**config.mk**
```make
export PLATFORM = sky130hd
export DESIGN_NAME = mwtm_div
export DESIGN_NICKNAME = d
export VERILOG_FILES = /design/src/rtl/core/mwtm_pkg.sv /design/src/rtl/core/mwtm_div.sv
export SDC_FILE = /design/constraint.sdc
export NUM_CORES = 1
export LEC_CHECK = 0
export ABC_AREA = 1
export ABC_CLOCK_PERIOD_IN_PS = 4700
export BUFFER_PORTS_ARGS = -buffer_cell sky130_fd_sc_hd__buf_2
export CAP_MARGIN = 10
export CORE_AREA = 2 2 136 138
export CTS_CLUSTER_DIAMETER = 80
export CTS_CLUSTER_SIZE = 40
export DETAILED_ROUTE_END_ITERATION = 10
export DIE_AREA = 0 0 138 140
export PLACE_DENSITY_LB_ADDON = 0.25
export SYNTH_ARGS = -nofsm -noshare
export SYNTH_HDL_FRONTEND = slang
export SYNTH_SLANG_ARGS = --single-unit
```
**constraint.sdc**
```tcl
create_clock -name clk -period 4.7 [get_ports clk]
set_clock_uncertainty 0.2 [all_clocks]
set_input_delay 0.235 -clock clk [delete_from_list [all_inputs] [get_ports clk]]
set_output_delay 0.235 -clock clk [all_outputs]
set_load 0.05 [all_outputs]
```
**src/rtl/core/mwtm_pkg.sv**
```systemverilog
// ============================================================================
// mwtm_pkg
// Shared types and constants for the mecanum wheel target mixer.
// ============================================================================
package mwtm_pkg;

    // Input item modes
    typedef enum logic [1:0] {
        MODE_SET  = 2'd0,
        MODE_STOP = 2'd1,
        MODE_FB   = 2'd2,
        MODE_TICK = 2'd3
    } mode_t;

    // Register indexes
    localparam logic [2:0] REG_MAX_TR   = 3'd0;
    localparam logic [2:0] REG_MAX_RO   = 3'd1;
    localparam logic [2:0] REG_CMD_TO   = 3'd2;
    localparam logic [2:0] REG_FB_TO    = 3'd3;
    localparam logic [2:0] REG_BST_SCL  = 3'd4;
    localparam logic [2:0] REG_BST_MIN  = 3'd5;
    localparam logic [2:0] REG_BST_DUR  = 3'd6;

    // Divider operand widths; the numerator holds |t| * ceiling for up to
    // 15 command fraction bits
    localparam int DIV_NUM_W = 61;
    localparam int DIV_DEN_W = 34;

    // Request and status between the sequencer and the divider
    typedef struct packed {
        logic                  start;
        logic [DIV_NUM_W-1:0]  num;
        logic [DIV_DEN_W-1:0]  den;
    } div_req_t;

    typedef struct packed {
        logic                  busy;
        logic                  done;
        logic [DIV_NUM_W-1:0]  quot;
    } div_sts_t;

endpackage

```
**src/rtl/core/mwtm_div.sv**
```systemverilog
// ============================================================================
// mwtm_div
// Restoring divider, one quotient bit per cycle; quotient rounded half up by
// the caller adding den/2 to the numerator.
// ============================================================================
module mwtm_div
    import mwtm_pkg::*;
(
    input  logic     clk,
    input  logic     rst_n,
    input  div_req_t req,
    output div_sts_t sts
);

    localparam int CW = $clog2(DIV_NUM_W + 1);

    logic [DIV_NUM_W-1:0] quot_reg;
    logic [DIV_DEN_W:0]   rem_reg;
    logic [DIV_DEN_W-1:0] den_reg;
    logic [CW-1:0]        cnt_reg;
    logic                 busy_reg;
    logic                 done_reg;

    logic [DIV_DEN_W:0]   trial;
    logic [DIV_DEN_W+1:0] diff;

    // Shift in next numerator bit and try subtract
    always_comb
    begin
        trial = {rem_reg[DIV_DEN_W-1:0], quot_reg[DIV_NUM_W-1]};
        diff  = {1'b0, trial} - {2'b00, den_reg};
    end

    always_ff @(posedge clk or negedge rst_n)
    begin
        if (!rst_n)
        begin
            busy_reg <= 1'b0;
            done_reg <= 1'b0;
            cnt_reg  <= '0;
        end
        else
        begin
            done_reg <= 1'b0;
            if (req.start)
            begin
                busy_reg <= 1'b1;
                quot_reg <= req.num;
                den_reg  <= req.den;
                rem_reg  <= '0;
                cnt_reg  <= CW'(DIV_NUM_W);
            end
            else if (busy_reg)
            begin
                if (diff[DIV_DEN_W+1])
                begin
                    rem_reg  <= trial;
                    quot_reg <= {quot_reg[DIV_NUM_W-2:0], 1'b0};
                end
                else
                begin
                    rem_reg  <= diff[DIV_DEN_W:0];
                    quot_reg <= {quot_reg[DIV_NUM_W-2:0], 1'b1};
                end
                cnt_reg <= cnt_reg - 1'b1;
                if (cnt_reg == CW'(1))
                begin
                    busy_reg <= 1'b0;
                    done_reg <= 1'b1;
                end
            end
        end
    end

    assign sts.busy = busy_reg;
    assign sts.done = done_reg;
    assign sts.quot = quot_reg;

endmodule

```
Word-level counts from Yosys, hierarchy flattened --
Cells that the tools add are included.
Word-level totals: register bits after elaboration 138, input port bits 98, output and inout port bits 63, logic and storage cells 25
Cells by class: $add $sub $neg 2, eq/ne operators 1, muxes and demuxes 13, reduce and logical (&&, ||, !) cells 3
Operators by type and width (count):
- 61-bit two-way mux | 2
- 35-bit two-way mux | 2
- 35-bit by 34-bit subtractor with 36-bit output | 1
- 6-bit two-way mux | 2
- 1-bit two-way mux | 7
- 6-bit by 1-bit equality test with 1-bit output (second input constant) | 1
- 6-bit by 1-bit subtractor with 6-bit output (second input constant) | 1
- 2-bit AND reduction | 2
- 2-bit nonzero test | 1

Longest topological paths before layout --
depth after elaboration 4, depth in mapped cells 17, depth with buffers taken out 16

Worst setup path after synthesis --
Ideal clock, no wire load.
path type register -> register, start reg busy_reg, end reg quot_reg[0] (enable), setup time 0.480 ns, arrival time 3.227 ns, required time 4.020 ns, setup slack 0.793 ns, cell stages (with the launch flop) 4, period minus slack after synthesis 3.907 ns, cell sequence dfrtp_1 > nor2_1 > clkbuf_1 > nor2_1
On the way: longest elaborated chain between the ends 2
Ends and longest elaborated chain:
- from (decl) | RTL line mwtm_div.sv:21 | logic busy_reg;
- from (signal assigned) | RTL line mwtm_div.sv:38 | busy_reg <= 1'b0;
- from (signal assigned) | RTL line mwtm_div.sv:47 | busy_reg <= 1'b1;
- from (signal assigned) | RTL line mwtm_div.sv:68 | busy_reg <= 1'b0;
- 2-bit nonzero test (no line)
- 2-bit AND reduction (no line)
- to (signal assigned) | RTL line mwtm_div.sv:48 | quot_reg <= req.num;
- to (signal assigned) | RTL line mwtm_div.sv:58 | quot_reg <= {quot_reg[DIV_NUM_W-2:0], 1'b0};
- to (signal assigned) | RTL line mwtm_div.sv:63 | quot_reg <= {quot_reg[DIV_NUM_W-2:0], 1'b1};
- to (decl) | RTL line mwtm_div.sv:17 | logic [DIV_NUM_W-1:0] quot_reg;
No other way between the ends. A chain may end at the register's enable or synchronous reset.

Worst setup path in the final report --
start reg rem_reg[13], end reg rem_reg[29] (data pin)
On the way: longest elaborated chain between the ends 3
Ends and longest elaborated chain:
- from (decl) | RTL line mwtm_div.sv:18 | logic [DIV_DEN_W:0] rem_reg;
- from (signal assigned) | RTL line mwtm_div.sv:57 | rem_reg <= trial;
- from (signal assigned) | RTL line mwtm_div.sv:62 | rem_reg <= diff[DIV_DEN_W:0];
- 35-bit by 34-bit subtractor with 36-bit output | RTL line mwtm_div.sv:31 | diff = {1'b0, trial} - {2'b00, den_reg};
- 35-bit two-way mux | RTL line mwtm_div.sv:55 | if (diff[DIV_DEN_W+1])
- 35-bit two-way mux | RTL line mwtm_div.sv:53 | else if (busy_reg)
No other way between the ends.

==> impl_metrics.yaml <==
floorplan:
  row_count: 49
  die_h_um: 140
  start_util_pct: 49.3
  core_um2: 17800
  die_area_um2: 19300
  fp.dieW_um: 138
  io_pins: 161
routing:
  vias: 8187
  routedWlPerCell_um: 15.2
  drt_iter0_markers: 636
  firstDrtPassIters: 4
  ant_nets: 0
  drcViolationCount: 0
  totalWireLength_um: 24700
  routed_via_density: 5.05
timing:
  worst_pin_slew_ps: 1070
  finalCritPeriodShare_pct: 63.3
  maxSlewViolCount: 0
  tns_ps: 0
  hold_viol_final: 0
  setup_viol: 0
  fin_crit_ps: 2970
  rsz0062_at_grt: "no"
  whs_ps: 166
  slew_headroom_pct: 28.8
  max_freq_mhz: 336
outcome:
  outcome: "complete, no violations"
power_and_ir_drop:
  swShare_pct: 35.1
  pwr-share-clk_pct: 32.6
  power.leakage_nw: 5.67
  internal-power_mw: 2.72
  ir_drop_uv: 330
  p_comb_share_pct: 30.6
  power_density_nw_per_um2: 372
  pwr-share-seq_pct: 36.8
  p_switching_mw: 1.47
synth:
  netlist_top_cells_area: "edfxtp_1 44%, nand2_1 20%, inv_1 7.6%, ha_1 5.1%, nand3_1 5.0%"
  syn_area_per_cell_um2: 7.76
  yosysSeqAreaShare_pct: 46.5
  yosysUniqueCellTypes: 44
  synthCells: 1130
  ys_warn_count: 0
  syn_area_um2: 8760
  synth_top_area_share_pct: 44.2
  synth_seq_cells: 137
  synth_area_leader_cell: "edfxtp_1"
  syn_nets: 1265
global_routing:
  track_usage_pct: 26.2
  gr-total-overflow: 0
  grt_pass1_wl_um: 40700
  first_global_vias: 8260
  antenna_found_initial: 0
  grt_max_degree: 67
clock_network:
  tritoncts: "built"
  path_clk_slew_ps: 60
  root_buffer: "clkbuf_16"
  cts_buffer_depth: 2
  cts.sink_count: 137
  worstSkewPairLatency_ps: 430
  cts_max_level: 4
  cts_buffers: 17
  cts.repair.resized: 0
final_layout:
  regArea_um2: 4070
  fillers: 1538
  multi_input_area_um2: 3840
  nets: 1514
  diodes: 0
  drive_gt1_share_pct: 16.2
  largest_reg_flops: 61
  utilization_pct: 63.4
  area_growth_pct: 28.5
placed_design:
  port_buffers: 160
  dp_hpwl_um: 16900
  routabilityCongestion: 0.967
setup_path:
  critPathKind: "flip-flop to flip-flop"
  worstSetupEndpointType: "flip-flop"
  critPathMaxFanout: 36
  arrival_ps: 2960
  crit_path_start_kind: "flip-flop"
  crit_required_ps: 4680
min_path:
  min-delay-path-class: "input port to asynchronous set/reset pin"
flow_run:
  cap_violations: 0
-- per-layer routing --
layer  GRT usage, %  part of all wire, %  up-vias
met4           9.29                  2.1        0
li1               -                    -     4090
met5              0                    0        -
met2           44.8                   48      306
met3           5.13                  6.2       33
met1           33.4                   44     3758
-- cell usage after synthesis, drive strengths merged --
master / n
xnor2: 13
nand4: 9
or2: 1
buf: 20
ha: 36
dfrtp: 8
edfxtp: 129
inv: 178
nor3b: 1
xor2: 2
o21ai: 30
o21bai: 5
and2: 2
clkinv: 3
clkbuf: 11
nand3: 98
nand3b: 17
o22ai: 1
a31oi: 1
nor2: 62
o211ai: 1
fa: 1
nor3: 11
a21o: 1
nand2: 461
a21oi: 27
a21boi: 1
-- cells by family (layout without fill, tap and decap cells) --
kind of cell             after synthesis  after routing  share of synthesized area, %
buffers and inverters                212            473                          9.91
adder cells (fa/ha/maj)               37             37                          5.37
XOR/XNOR                              15             15                          1.50
AO/OA/AOI/OAI                         67             67                          4.34
AND/OR/NAND/NOR                      662            662                          32.4
flip-flops                           137            137                          46.5
-- cell usage in the layout, fill, tap and decap left out, drive strengths merged, types with 3 or more instances in the layout --
cell type    synthesis  routed
clkbuf              11      17
dfrtp                8       8
ha                  36      36
o21ai               30      30
dlygate4sd3          0      96
inv                178     185
clkinv               3       5
nor2                62      62
clkinvlp             0       3
nand2              461     461
nand4                9       9
o21bai               5       5
edfxtp             129     129
nand3               98      98
nor3                11      11
nand3b              17      17
a21oi               27      27
buf                 20     165
xnor2               13      13
-- cell type report --
| class | count | share of cell area [%] |
|---|---|---|
| tap | 229 | 2.54 |
| clock inverter | 14 | 1.43 |
| multi-input combinational | 781 | 34.1 |
| inverter | 181 | 6.04 |
| clock buffer | 17 | 3.78 |
| sequential | 137 | 36.2 |
| timing repair buffer | 261 | 16.0 |
-- repair_timing --
item                       4_1_cts  5_1_grt
hold endpoints to repair       101        0
setup buffers                    0        0
setup endpoints to repair        0        0
hold buffers                    96        0
-- per-stage QoR --
stage	setup WS (ps)	cells	instance area, um2	power, mW
after floorplan	793	1130	8760	2.48
after global placement	1780	1493	9720	2.75
after detailed placement	1760	1493	9720	2.76
after CTS	1730	1620	11300	4.19
after global routing	1560	1620	11300	4.43
final	1730	1620	11300	4.19
-- power by group through the flow --
stage               Sequential, mW  Clock, mW  Combinational [mW]
finish                        1.54       1.36                1.28
global route                  1.55       1.43                1.44
CTS                           1.54       1.38                1.27
detailed placement            1.56          0                1.20
global placement              1.56          0                1.19
floorplan                     1.68          0               0.796
-- worst max-delay path: stages, from the launching register on --
cell      delay (ps)
edfxtp_1         440
ha_1             430
nand2_2          100
nor2_2           200
nand2_2           80
clkinv_2          70
nand4_2          110
nand3_2          140
nand2_4          290
nand2_8          360
nand3_1          150
nand2_1           90
nand2_1           40
-- path summary, 6_finish.rpt --
check	start	end	slack (ps)	cells after the start
worst max-delay path	rem_reg[13]$_SDFFCE_PP0P_	rem_reg[29]$_SDFFCE_PP0P_	1730	12
max in group asynchronous	rst_n	done_reg$_DFF_PN0_	3390	3
min in group clk	req[95]	cnt_reg[0]$_DFFE_PN0N_	230	3
worst min register to register	cnt_reg[2]$_DFFE_PN0N_	cnt_reg[2]$_DFFE_PN0N_	300	2
worst max register to register	rem_reg[13]$_SDFFCE_PP0P_	rem_reg[29]$_SDFFCE_PP0P_	1730	12
worst min-delay path	rst_n	cnt_reg[1]$_DFFE_PN0N_	170	2
No activity file was read; power rests on OpenSTA's default activity.
